==> src/hw/rtl/u128alu_pkg.sv <==
// Package for the 128-bit multiply/divide/shift unit: widths, mode and state codes,
// and the control/status structs passed between sequencer and datapath.
// No dependencies.
package u128alu_pkg;

    localparam int unsigned HalfW = 64;
    localparam int unsigned FullW = 128;
    localparam int unsigned CntW  = 7;
    localparam int unsigned ModeW = 3;
    localparam int unsigned ShW   = 8;

    typedef logic [FullW-1:0] t_word;

    typedef enum logic [ModeW-1:0] {
        MODE_MUL = 3'd0,
        MODE_DIV = 3'd1,
        MODE_MOD = 3'd2,
        MODE_SHL = 3'd3,
        MODE_SHR = 3'd4
    } t_mode;

    typedef enum logic [1:0] {
        ST_IDLE,
        ST_RUN,
        ST_FIN,
        ST_DONE
    } t_state;

    typedef struct packed {
        logic load;
        logic step;
        logic finish;
    } t_dp_ctl;

    typedef struct packed {
        logic iter;
    } t_dp_stat;

endpackage

==> src/hw/rtl/u128alu_if.sv <==
// Handshake interfaces for the input and result channels of the 128-bit ALU.
// Depends on u128alu_pkg.
interface u128alu_in_if;
    logic                            valid;
    logic                            ready;
    logic [u128alu_pkg::ModeW-1:0]   mode;
    logic [u128alu_pkg::HalfW-1:0]   a_hi;
    logic [u128alu_pkg::HalfW-1:0]   a_lo;
    logic [u128alu_pkg::HalfW-1:0]   b_hi;
    logic [u128alu_pkg::HalfW-1:0]   b_lo;
    logic [u128alu_pkg::ShW-1:0]     shift_amount;

    modport source (output valid, mode, a_hi, a_lo, b_hi, b_lo, shift_amount, input ready);
    modport sink   (input valid, mode, a_hi, a_lo, b_hi, b_lo, shift_amount, output ready);
endinterface

interface u128alu_out_if;
    logic                            valid;
    logic                            ready;
    logic [u128alu_pkg::HalfW-1:0]   result_hi;
    logic [u128alu_pkg::HalfW-1:0]   result_lo;
    logic                            divide_by_zero;

    modport source (output valid, result_hi, result_lo, divide_by_zero, input ready);
    modport sink   (input valid, result_hi, result_lo, divide_by_zero, output ready);
endinterface

==> src/hw/rtl/u128alu_dp.sv <==
// Datapath: operand registers, one shared 129-bit add/subtract unit used per bit step
// for shift-add multiply and restoring division, barrel shift, result register.
// Depends on u128alu_pkg.
module u128alu_dp (
    input  logic                           i_clk,
    input  logic [u128alu_pkg::ModeW-1:0]  i_mode,
    input  u128alu_pkg::t_word             i_a,
    input  u128alu_pkg::t_word             i_b,
    input  logic [u128alu_pkg::ShW-1:0]    i_shamt,
    input  u128alu_pkg::t_dp_ctl           i_ctl,
    output u128alu_pkg::t_dp_stat          o_stat,
    output u128alu_pkg::t_word             o_res,
    output logic                           o_dz
);

    logic [u128alu_pkg::ModeW-1:0] r_mode;
    u128alu_pkg::t_word            r_acc;
    u128alu_pkg::t_word            r_x;
    u128alu_pkg::t_word            r_y;
    u128alu_pkg::t_word            r_res;
    logic                          r_dz;

    logic [u128alu_pkg::FullW:0]   add_x;
    logic [u128alu_pkg::FullW:0]   add_y;
    logic                          add_cin;
    logic [u128alu_pkg::FullW+1:0] add_sum;
    logic                          fits;
    logic                          b_zero;
    logic                          in_div;
    u128alu_pkg::t_word            shl_res;
    u128alu_pkg::t_word            shr_res;
    u128alu_pkg::t_word            load_res;

    assign b_zero = ~|i_b;
    assign in_div = (i_mode == u128alu_pkg::MODE_DIV) || (i_mode == u128alu_pkg::MODE_MOD);
    assign o_stat.iter = (i_mode == u128alu_pkg::MODE_MUL) || (in_div && !b_zero);

    // shared adder: acc + multiplicand, or {rem, next dividend bit} - divisor
    always_comb begin
        if (r_mode == u128alu_pkg::MODE_MUL) begin
            add_x   = {1'b0, r_acc};
            add_y   = {1'b0, r_x};
            add_cin = 1'b0;
        end else begin
            add_x   = {r_acc, r_x[u128alu_pkg::FullW-1]};
            add_y   = ~{1'b0, r_y};
            add_cin = 1'b1;
        end
        add_sum = {1'b0, add_x} + {1'b0, add_y}
                  + {{(u128alu_pkg::FullW+1){1'b0}}, add_cin};
    end

    assign fits = add_sum[u128alu_pkg::FullW+1];

    assign shl_res = i_shamt[u128alu_pkg::ShW-1] ? '0 : (i_a << i_shamt[u128alu_pkg::CntW-1:0]);
    assign shr_res = i_shamt[u128alu_pkg::ShW-1] ? '0 : (i_a >> i_shamt[u128alu_pkg::CntW-1:0]);

    always_comb begin
        unique case (u128alu_pkg::t_mode'(i_mode))
            u128alu_pkg::MODE_SHL: load_res = shl_res;
            u128alu_pkg::MODE_SHR: load_res = shr_res;
            default:               load_res = '0;
        endcase
    end

    always_ff @(posedge i_clk) begin
        if (i_ctl.load) begin
            r_mode <= i_mode;
            r_acc  <= '0;
            r_x    <= i_a;
            r_y    <= i_b;
            r_res  <= load_res;
            r_dz   <= in_div && b_zero;
        end else if (i_ctl.step) begin
            if (r_mode == u128alu_pkg::MODE_MUL) begin
                if (r_y[0]) begin
                    r_acc <= add_sum[u128alu_pkg::FullW-1:0];
                end
                r_x <= {r_x[u128alu_pkg::FullW-2:0], 1'b0};
                r_y <= {1'b0, r_y[u128alu_pkg::FullW-1:1]};
            end else begin
                r_acc <= fits ? add_sum[u128alu_pkg::FullW-1:0] : add_x[u128alu_pkg::FullW-1:0];
                r_x   <= {r_x[u128alu_pkg::FullW-2:0], fits};
            end
        end else if (i_ctl.finish) begin
            r_res <= (r_mode == u128alu_pkg::MODE_DIV) ? r_x : r_acc;
        end
    end

    assign o_res = r_res;
    assign o_dz  = r_dz;

endmodule

==> src/hw/rtl/u128alu_ctrl.sv <==
// Sequencer: accepts one transaction, runs 128 bit steps of the datapath when needed,
// holds the result until taken. Depends on u128alu_pkg.
module u128alu_ctrl (
    input  logic                    i_clk,
    input  logic                    i_rst_n,
    input  logic                    i_in_valid,
    input  logic                    i_out_ready,
    input  u128alu_pkg::t_dp_stat   i_stat,
    output logic                    o_in_ready,
    output logic                    o_out_valid,
    output u128alu_pkg::t_dp_ctl    o_ctl
);

    u128alu_pkg::t_state           r_state;
    u128alu_pkg::t_state           n_state;
    logic [u128alu_pkg::CntW-1:0]  r_cnt;
    logic [u128alu_pkg::CntW-1:0]  n_cnt;

    always_ff @(posedge i_clk) begin
        if (!i_rst_n) begin
            r_state <= u128alu_pkg::ST_IDLE;
            r_cnt   <= '0;
        end else begin
            r_state <= n_state;
            r_cnt   <= n_cnt;
        end
    end

    always_comb begin
        n_state     = r_state;
        n_cnt       = r_cnt;
        o_in_ready  = 1'b0;
        o_out_valid = 1'b0;
        o_ctl       = '0;
        unique case (r_state)
            u128alu_pkg::ST_IDLE: begin
                o_in_ready = 1'b1;
                if (i_in_valid) begin
                    o_ctl.load = 1'b1;
                    n_cnt      = '0;
                    n_state    = i_stat.iter ? u128alu_pkg::ST_RUN : u128alu_pkg::ST_DONE;
                end
            end
            u128alu_pkg::ST_RUN: begin
                o_ctl.step = 1'b1;
                n_cnt      = r_cnt + 1'b1;
                if (&r_cnt) begin
                    n_state = u128alu_pkg::ST_FIN;
                end
            end
            u128alu_pkg::ST_FIN: begin
                o_ctl.finish = 1'b1;
                n_state      = u128alu_pkg::ST_DONE;
            end
            u128alu_pkg::ST_DONE: begin
                o_out_valid = 1'b1;
                if (i_out_ready) begin
                    n_state = u128alu_pkg::ST_IDLE;
                end
            end
            default: n_state = u128alu_pkg::ST_IDLE;
        endcase
    end

endmodule

==> src/hw/rtl/uint128_mul_div_shift_alu.sv <==
// 128-bit unsigned ALU: multiply mod 2^128, quotient, remainder, logical shifts.
// Multiply, divide, modulo: load, then 128 bit steps through the shared 129-bit adder,
// then result write (a divide by zero skips these); others: result valid the next cycle.
// One transaction at a time; next accept the cycle after the result is taken, and a
// pending result is held while the sink stalls.
// Synchronous active-low reset returns the sequencer to idle with no result pending.
module uint128_mul_div_shift_alu (
    input  logic           i_clk,
    input  logic           i_rst_n,
    u128alu_in_if.sink     i_in,
    u128alu_out_if.source  o_out
);

    u128alu_pkg::t_dp_ctl  ctl;
    u128alu_pkg::t_dp_stat stat;
    u128alu_pkg::t_word    res;
    logic                  dz;
    logic                  in_ready;
    logic                  out_valid;

    u128alu_ctrl u_ctrl (
        .i_clk       (i_clk),
        .i_rst_n     (i_rst_n),
        .i_in_valid  (i_in.valid),
        .i_out_ready (o_out.ready),
        .i_stat      (stat),
        .o_in_ready  (in_ready),
        .o_out_valid (out_valid),
        .o_ctl       (ctl)
    );

    u128alu_dp u_dp (
        .i_clk   (i_clk),
        .i_mode  (i_in.mode),
        .i_a     ({i_in.a_hi, i_in.a_lo}),
        .i_b     ({i_in.b_hi, i_in.b_lo}),
        .i_shamt (i_in.shift_amount),
        .i_ctl   (ctl),
        .o_stat  (stat),
        .o_res   (res),
        .o_dz    (dz)
    );

    assign i_in.ready           = in_ready;
    assign o_out.valid          = out_valid;
    assign o_out.result_hi      = res[u128alu_pkg::FullW-1:u128alu_pkg::HalfW];
    assign o_out.result_lo      = res[u128alu_pkg::HalfW-1:0];
    assign o_out.divide_by_zero = dz;

`ifndef SYNTHESIS
    a_one_in_flight: assert property (@(posedge i_clk) disable iff (!i_rst_n)
        !(in_ready && out_valid))
        else $error("input ready while a result is pending");

    a_dz_zero_result: assert property (@(posedge i_clk) disable iff (!i_rst_n)
        (out_valid && dz) |-> (res == '0))
        else $error("divide by zero with nonzero result");

    a_ready_after_take: assert property (@(posedge i_clk) disable iff (!i_rst_n)
        (out_valid && o_out.ready) |=> in_ready)
        else $error("not ready after result taken");

    a_no_ctl_overlap: assert property (@(posedge i_clk) disable iff (!i_rst_n)
        $onehot0({ctl.load, ctl.step, ctl.finish}))
        else $error("datapath controls overlap");
`endif

endmodule
==> src/flat_wrapper.sv <==
// flat-port wrapper written by rule: the top's interface ports become plain ports
module uint128_mul_div_shift_alu_flat 
  (i_clk, i_rst_n, i_in_valid, i_in_mode, i_in_a_hi, i_in_a_lo, i_in_b_hi, i_in_b_lo, i_in_shift_amount, i_in_ready, o_out_valid, o_out_result_hi, o_out_result_lo, o_out_divide_by_zero, o_out_ready);
  u128alu_in_if i_in_i ();
  u128alu_out_if o_out_i ();
  input  logic i_clk;
  input  logic i_rst_n;
  input wire logic [$bits(i_in_i.valid)-1:0] i_in_valid;
  input wire logic [$bits(i_in_i.mode)-1:0] i_in_mode;
  input wire logic [$bits(i_in_i.a_hi)-1:0] i_in_a_hi;
  input wire logic [$bits(i_in_i.a_lo)-1:0] i_in_a_lo;
  input wire logic [$bits(i_in_i.b_hi)-1:0] i_in_b_hi;
  input wire logic [$bits(i_in_i.b_lo)-1:0] i_in_b_lo;
  input wire logic [$bits(i_in_i.shift_amount)-1:0] i_in_shift_amount;
  output wire logic [$bits(i_in_i.ready)-1:0] i_in_ready;
  output wire logic [$bits(o_out_i.valid)-1:0] o_out_valid;
  output wire logic [$bits(o_out_i.result_hi)-1:0] o_out_result_hi;
  output wire logic [$bits(o_out_i.result_lo)-1:0] o_out_result_lo;
  output wire logic [$bits(o_out_i.divide_by_zero)-1:0] o_out_divide_by_zero;
  input wire logic [$bits(o_out_i.ready)-1:0] o_out_ready;
  assign i_in_i.valid = i_in_valid;
  assign i_in_i.mode = i_in_mode;
  assign i_in_i.a_hi = i_in_a_hi;
  assign i_in_i.a_lo = i_in_a_lo;
  assign i_in_i.b_hi = i_in_b_hi;
  assign i_in_i.b_lo = i_in_b_lo;
  assign i_in_i.shift_amount = i_in_shift_amount;
  assign i_in_ready = i_in_i.ready;
  assign o_out_valid = o_out_i.valid;
  assign o_out_result_hi = o_out_i.result_hi;
  assign o_out_result_lo = o_out_i.result_lo;
  assign o_out_divide_by_zero = o_out_i.divide_by_zero;
  assign o_out_i.ready = o_out_ready;
  uint128_mul_div_shift_alu u_core (.i_clk(i_clk), .i_rst_n(i_rst_n), .i_in(i_in_i), .o_out(o_out_i));
endmodule
==> config.mk <==
export PLATFORM = sky130hd
export DESIGN_NAME = uint128_mul_div_shift_alu_flat
export DESIGN_NICKNAME = d
export VERILOG_FILES = /design/src/hw/rtl/u128alu_pkg.sv /design/src/hw/rtl/u128alu_if.sv /design/src/hw/rtl/u128alu_dp.sv /design/src/hw/rtl/u128alu_ctrl.sv /design/src/hw/rtl/uint128_mul_div_shift_alu.sv /design/src/flat_wrapper.sv
export SDC_FILE = /design/constraint.sdc
export NUM_CORES = 2
export LEC_CHECK = 0
export BUFFER_PORTS_ARGS = -buffer_cell sky130_fd_sc_hd__buf_2
export CELL_PAD_IN_SITES_DETAIL_PLACEMENT = 0
export CELL_PAD_IN_SITES_GLOBAL_PLACEMENT = 2
export CORE_ASPECT_RATIO = 1.5
export CORE_MARGIN = 2
export CORE_UTILIZATION = 38
export CTS_CLUSTER_SIZE = 20
export DETAILED_ROUTE_END_ITERATION = 10
export PLACE_DENSITY_LB_ADDON = 0.3
export SKIP_LAST_GASP = 1
export SLEW_MARGIN = 20
export SYNTH_ARGS = -nofsm -noshare
export SYNTH_HDL_FRONTEND = slang
export SYNTH_HIERARCHICAL = 1
export SYNTH_SLANG_ARGS = --single-unit
export TNS_END_PERCENT = 20
==> constraint.sdc <==
create_clock -name i_clk -period 15.1 [get_ports i_clk]
set_input_delay 0.755 -clock i_clk [delete_from_list [all_inputs] [get_ports i_clk]]
set_output_delay 0.755 -clock i_clk [all_outputs]
set_load 0.01 [all_outputs]
Yosys cells after proc, flatten, opt, wreduce, memory -nomap -nowiden. Index checks and enable logic that the tools add are counted.

Register bits after elaboration: 525. Latch bits: 0. RAM bits: 0. Bits in read-only memories: 0. Output and inout bits: 131. Word-level logic and storage cells: 78. Memories: 0.

$add $sub $neg: 3. $mul: 0. Div/mod/pow operators: 0. Order comparisons: 0. Equal/unequal tests: 13. Shift-type cells: 2. Mux-type cells: 32. Bitwise gates (word level): 1. Reduce and logical (&&, ||, !) cells: 19.

Operators with widths (count): 128-bit two-way mux (14); 129-bit two-way mux (2); 128-bit one-hot mux with 2 select lines (1); 129-bit by 129-bit adder with 130-bit output (1); 130-bit by 1-bit adder with 130-bit output (1); 128-bit inverter with 129-bit output (1); 128-bit OR reduction (1); 128-bit by 7-bit << shifter with 128-bit output (1); 128-bit by 7-bit >> shifter with 128-bit output (1); 7-bit one-hot mux with 2 select lines (1); 1-bit two-way mux (8); 2-bit two-way mux (4); 2-bit != test, second input constant (4); 2-bit one-hot mux with 4 select lines (1); 2-bit AND reduction (4); 2-bit nonzero test (4); 7-bit by 1-bit adder with 7-bit output, second input constant (1); 7-bit two-way mux (1); 7-bit AND reduction (1); 3-bit by 1-bit == test with 1-bit output, second input constant (2); 3-bit by 2-bit == test with 1-bit output, second input constant (2); 3-bit logical NOT (2); 2-bit == test, second input constant (2); 3-bit == test, second input constant (1); other kinds (7) (9).

Longest topological paths before layout.
Word-level depth: 7. Gate-level depth with buffers: 22. Depth with buffers taken out: 18.

Cells and area by module. Netlist, hierarchy kept.

By module, submodules not included: u128alu_dp (instances 1, cells each 6219, area each 51424.3 sq um, sequential area each 14213.6 sq um); u128alu_ctrl (instances 1, cells each 63, area each 540.5 sq um, sequential area each 180.2 sq um).

Worst setup path after synthesis. Ideal clock, no wire load.

Path kind: register -> register. Start point: register u_core/u_dp/r_mode[0] in the netlist's numbering. End point: register u_core.u_dp.r_y[0], enable pin. Library setup time: 0.792 ns. Arrival time: 10.293 ns. Required time: 14.308 ns. Slack: 4.015 ns. Stages on the path, launching flop included: 6. Path through: edfxtp_1 or3_1 clkbuf_1 clkbuf_1 clkbuf_1 o21ai_0.

Longest elaborated chain between the ends: 3.

Ends and longest elaborated chain: start, declared (line u128alu_dp.sv:16) `logic [u128alu_pkg::ModeW-1:0] r_mode;`; start signal, assigned (line u128alu_dp.sv:68) `r_mode <= i_mode;`; 3-bit logical NOT (line u128alu_dp.sv:75) `if (r_mode == u128alu_pkg::MODE_MUL) begin`; 2-bit nonzero test (no line); 2-bit AND reduction (no line); end signal, assigned (line u128alu_dp.sv:71) `r_y <= i_b;`; end signal, assigned (line u128alu_dp.sv:80) `r_y <= {1'b0, r_y[u128alu_pkg::FullW-1:1]};`; end, declared (line u128alu_dp.sv:19) `u128alu_pkg::t_word r_y;`.

No other way between the ends. A chain may end at the register's enable or synchronous reset.

Worst setup path after layout.
Start point: register u_core/u_dp/r_mode[1] in the netlist's numbering. End point: register u_core.u_dp.r_acc[25].

Longest elaborated chain between the ends: 6. Elaborated cells on any way between the ends: 11. Classes of those cells: add/sub: 2; eq/ne: 1; mux: 6; reduce/logical: 2.

Ends and longest elaborated chain: 3-bit logical NOT * (line u128alu_dp.sv:40, u128alu_dp.sv:75); 129-bit two-way mux (line u128alu_dp.sv:40) `if (r_mode == u128alu_pkg::MODE_MUL) begin`; 129-bit by 129-bit adder with 130-bit output (line u128alu_dp.sv:49) `add_sum = {1'b0, add_x} + {1'b0, add_y}`; 130-bit by 1-bit adder with 130-bit output (line u128alu_dp.sv:50) `+ {{(u128alu_pkg::FullW+1){1'b0}}, add_cin};`; 128-bit two-way mux (on tied branches) (line u128alu_dp.sv:82, u128alu_dp.sv:76); 128-bit two-way mux (line u128alu_dp.sv:75); end signal, assigned (line u128alu_dp.sv:77) `r_acc <= add_sum[u128alu_pkg::FullW-1:0];`; end signal, assigned (line u128alu_dp.sv:82) `r_acc <= fits ? add_sum[u128alu_pkg::FullW-1:0] : add_x[u128alu_pkg::FullW-1:0];`; end, declared (line u128alu_dp.sv:17) `u128alu_pkg::t_word r_acc;`.

Every way passes the cells marked *; elsewhere a longest branch is shown, timed or not. The select of a mux whose other input is x is not followed.

==> flow_metrics.py <==
metrics = {
    "die": {
        "ioPinCount": 402,
        "core-area_um2": 136000,
        "rows": 166,
        "start_util": 0.382,
        "die-width_um": 306,
        "die_h_um": 457,
        "fp.dieArea_um2": 140000,
    },
    "critical_path": {
        "cpMostUsedCell": "buf_4",
        "cpLargestDelayFamily": "buffers and inverters",
        "path_cells": "or3_4 -> buf_4 -> buf_4 -> buf_4 -> o21ai_0 -> fa_1 -> nor2b_1 -> o211ai_1 -> a211oi_2 -> o211ai_2 -> a21oi_2 -> o311a_1 -> o2111ai_2 -> o21ai_4 -> buf_4 -> buf_4 -> nand2_1 -> a311oi_1",
        "cp.arrival_ns": 8.19,
        "cp_max_fo": 90,
        "startpoint": "u_core/u_dp/r_mode[1]$_DFFE_PP_",
        "worst-path-buf-inv": 5,
        "crit_path_top_delay_cell": "buf_4",
        "r2r-start": "u_core/u_dp/r_mode[1]$_DFFE_PP_",
        "critPathRequiredTime_ns": 15.72,
        "slowest_delay_ns": 0.83,
        "cp-end-kind": "flop",
        "startpoint_type": "flop",
        "timing.setup.critical_path_class": "reg2reg",
    },
    "logic_synthesis": {
        "ys_warn_count": 6,
        "syn_nets": 6687,
        "synth_area_leaders": "edfxtp_1, mux2i_1, mux2_2, nand2_1, a21oi_1",
        "yosys_register_bits": 525,
        "synth_edf_count": 388,
        "yosys.area.top_type_share": 0.224,
        "async_flop_share": 0,
        "syn_area_um2": 52000,
        "netlist_instances": 6282,
        "synth_top_cell_by_area": "edfxtp_1",
        "ys_types": 100,
        "ys_seq_area_frac": 0.277,
        "syn_avg_cell_area_um2": 8.27,
        "ys.flop_type": "edfxtp_1",
    },
    "global_route": {
        "grt_max_degree": 156,
        "overflow": 0,
        "grt_pass1_vias": 51100,
        "track_usage": 0.428,
        "grt_pass1_wl_um": 418000,
        "antenna_found_initial": 64,
    },
    "clocking": {
        "cts_num_sinks": 525,
        "cts_tree": "done",
        "cts_buffers": 57,
        "postCtsResizedCells": 0,
        "clk_latency_ns": 0.72,
        "clockRootBuffer": "clkbuf_16",
        "hold_buffers": 0,
        "clkSlewWorstSetupHoldPaths_ns": 0.07,
        "cts_setup_buffers": 0,
        "cts.path.max_buffers": 3,
        "h-tree-depth": 2,
    },
    "placement": {
        "hpwl_um": 244000,
        "io_buffers": 401,
        "finalWeightedCongestion": 1.08,
        "dp_slack_ns": 7.59,
    },
    "cells_and_area": {
        "most-common-layout-cells": "nand2_1, mux2i_1, a21oi_1, o21ai_0, nor2_1",
        "layout.nets": 6728,
        "drive_above_1_share": 0.188,
        "synthToLayoutAreaGrowth_pct": 10.1,
        "final_common_cell": "nand2_1",
        "final_core_util": 0.420,
    },
    "detailed_routing": {
        "drt_wl_total_um": 310000,
        "dr.first_iter.drc_count": 6804,
        "drc_errors": 0,
        "drtPass1Iterations": 6,
        "num_vias": 53900,
        "vias_per_cell": 6.60,
        "ant_nets": 0,
        "wl_per_cell_um": 37.9,
    },
    "sta": {
        "setup_violations": 0,
        "fin_ws_ns": 7.53,
        "fin_hold_ws_ns": 0.321,
        "slew_headroom": 0.170,
        "final-hold-violation-count": 0,
        "worst_pin_slew_ns": 1.24,
        "tns_ns": 0,
        "min_period_ns": 7.57,
        "max_freq_mhz": 132,
        "finalCritPeriodShare": 0.501,
        "rsz0062_at_grt": "no",
        "finClkSkew_ns": 0.0327,
        "slew_viol_final": 0,
    },
    "min_path": {
        "min_path_type": "in2reg",
        "worstHoldStart": "i_in_mode[1]",
    },
    "pwr": {
        "power_density_nw_per_um2": 203,
        "report.power.total_w": 0.0116,
        "irDropWorstVdd_v": 0.000125,
        "p_leak_nw": 21.9,
    },
    "outcome": {
        "status": "complete, no violations",
    },
    "job": {
        "max-cap-violations": 0,
    },
}
## layout make-up
cell class / instances / area (um2)
clock inverter: 42 / 507
inverter: 52 / 229
tap: 1764 / 2210
timing repair buffer: 487 / 2760
sequential: 525 / 14400
antenna: 26 / 65.1
clock buffer: 66 / 1490
multi-input combinational: 5200 / 35500
fill: 14100 / 78800
## power by group
group,leakage [nW],internal [W],switching [W]
clock network,0.962,0.000869,0.000697
logic,16.0,0.00224,0.00463
registers,4.91,0.00248,0.000661
## flip-flops by register name (all words and copies together) (netlist names)
register	cells
u_core/u_dp/o_res	128
u_core/u_dp/r_acc	128
u_core/u_dp/r_x	128
u_core/u_dp/r_y	128
u_core/u_ctrl/r_cnt	7
u_core/u_dp/r_mode	3
u_core/u_ctrl/r_state	2
u_core/u_dp/o_dz	1
## cell usage after synthesis (all sizes together) (37+ instances only)
cell type	number
nand2	906
mux2i	653
o21ai	632
a21oi	607
nor2	570
mux2	481
edfxtp	388
clkbuf	361
buf	144
dfxtp	137
ha	132
nand2b	119
xnor2	74
a211oi	71
a221o	69
a311oi	68
nand4	64
mux4	54
nor3	54
o22ai	53
o211ai	51
nand3	50
inv	47
a21o	46
nor4	44
xor2	44
o21a	37
## path summary, 6_finish.rpt
check                                         to  slack, ns  cells past startpoint
max           u_core/u_dp/r_acc[25]$_SDFFE_PP0P_       7.53                     18
min              u_core/u_dp/r_mode[1]$_DFFE_PP_       0.32                      1
max reg2reg   u_core/u_dp/r_acc[25]$_SDFFE_PP0P_       7.53                     18
min reg2reg  u_core/u_ctrl/r_cnt[5]$_SDFFE_PN0P_       0.50                      2
## metrics by stage
step,area (um2),instances
global route,57200,8144
finish,57200,8162
detailed placement,55000,8024
floorplan,52000,6282
CTS,57000,8132
global placement,55000,8024
## cell families (layout without fill, tap and decap cells)
family | count (synthesis) | in the layout | share of synthesized area
simple gates | 1931 | 1931 | 0.161
compound gates | 1829 | 1829 | 0.214
mux | 1188 | 1188 | 0.253
buf+inv | 557 | 647 | 0.0424
flops | 525 | 525 | 0.277
fa+ha+maj | 134 | 134 | 0.0326
xor+xnor | 118 | 118 | 0.0199
other cells | 0 | 26 | 0
## per-layer routing
| metal | GRT usage | share of wire | up-vias |
|---|---|---|---|
| li1 | - | - | 23400 |
| met1 | 0.518 | 0.38 | 26800 |
| met2 | 0.667 | 0.44 | 2987 |
| met3 | 0.0743 | 0.075 | 737 |
| met4 | 0.348 | 0.10 | 10 |
| met5 | 0 | 0.00022 | - |
(Power assumes the default switching activity.)
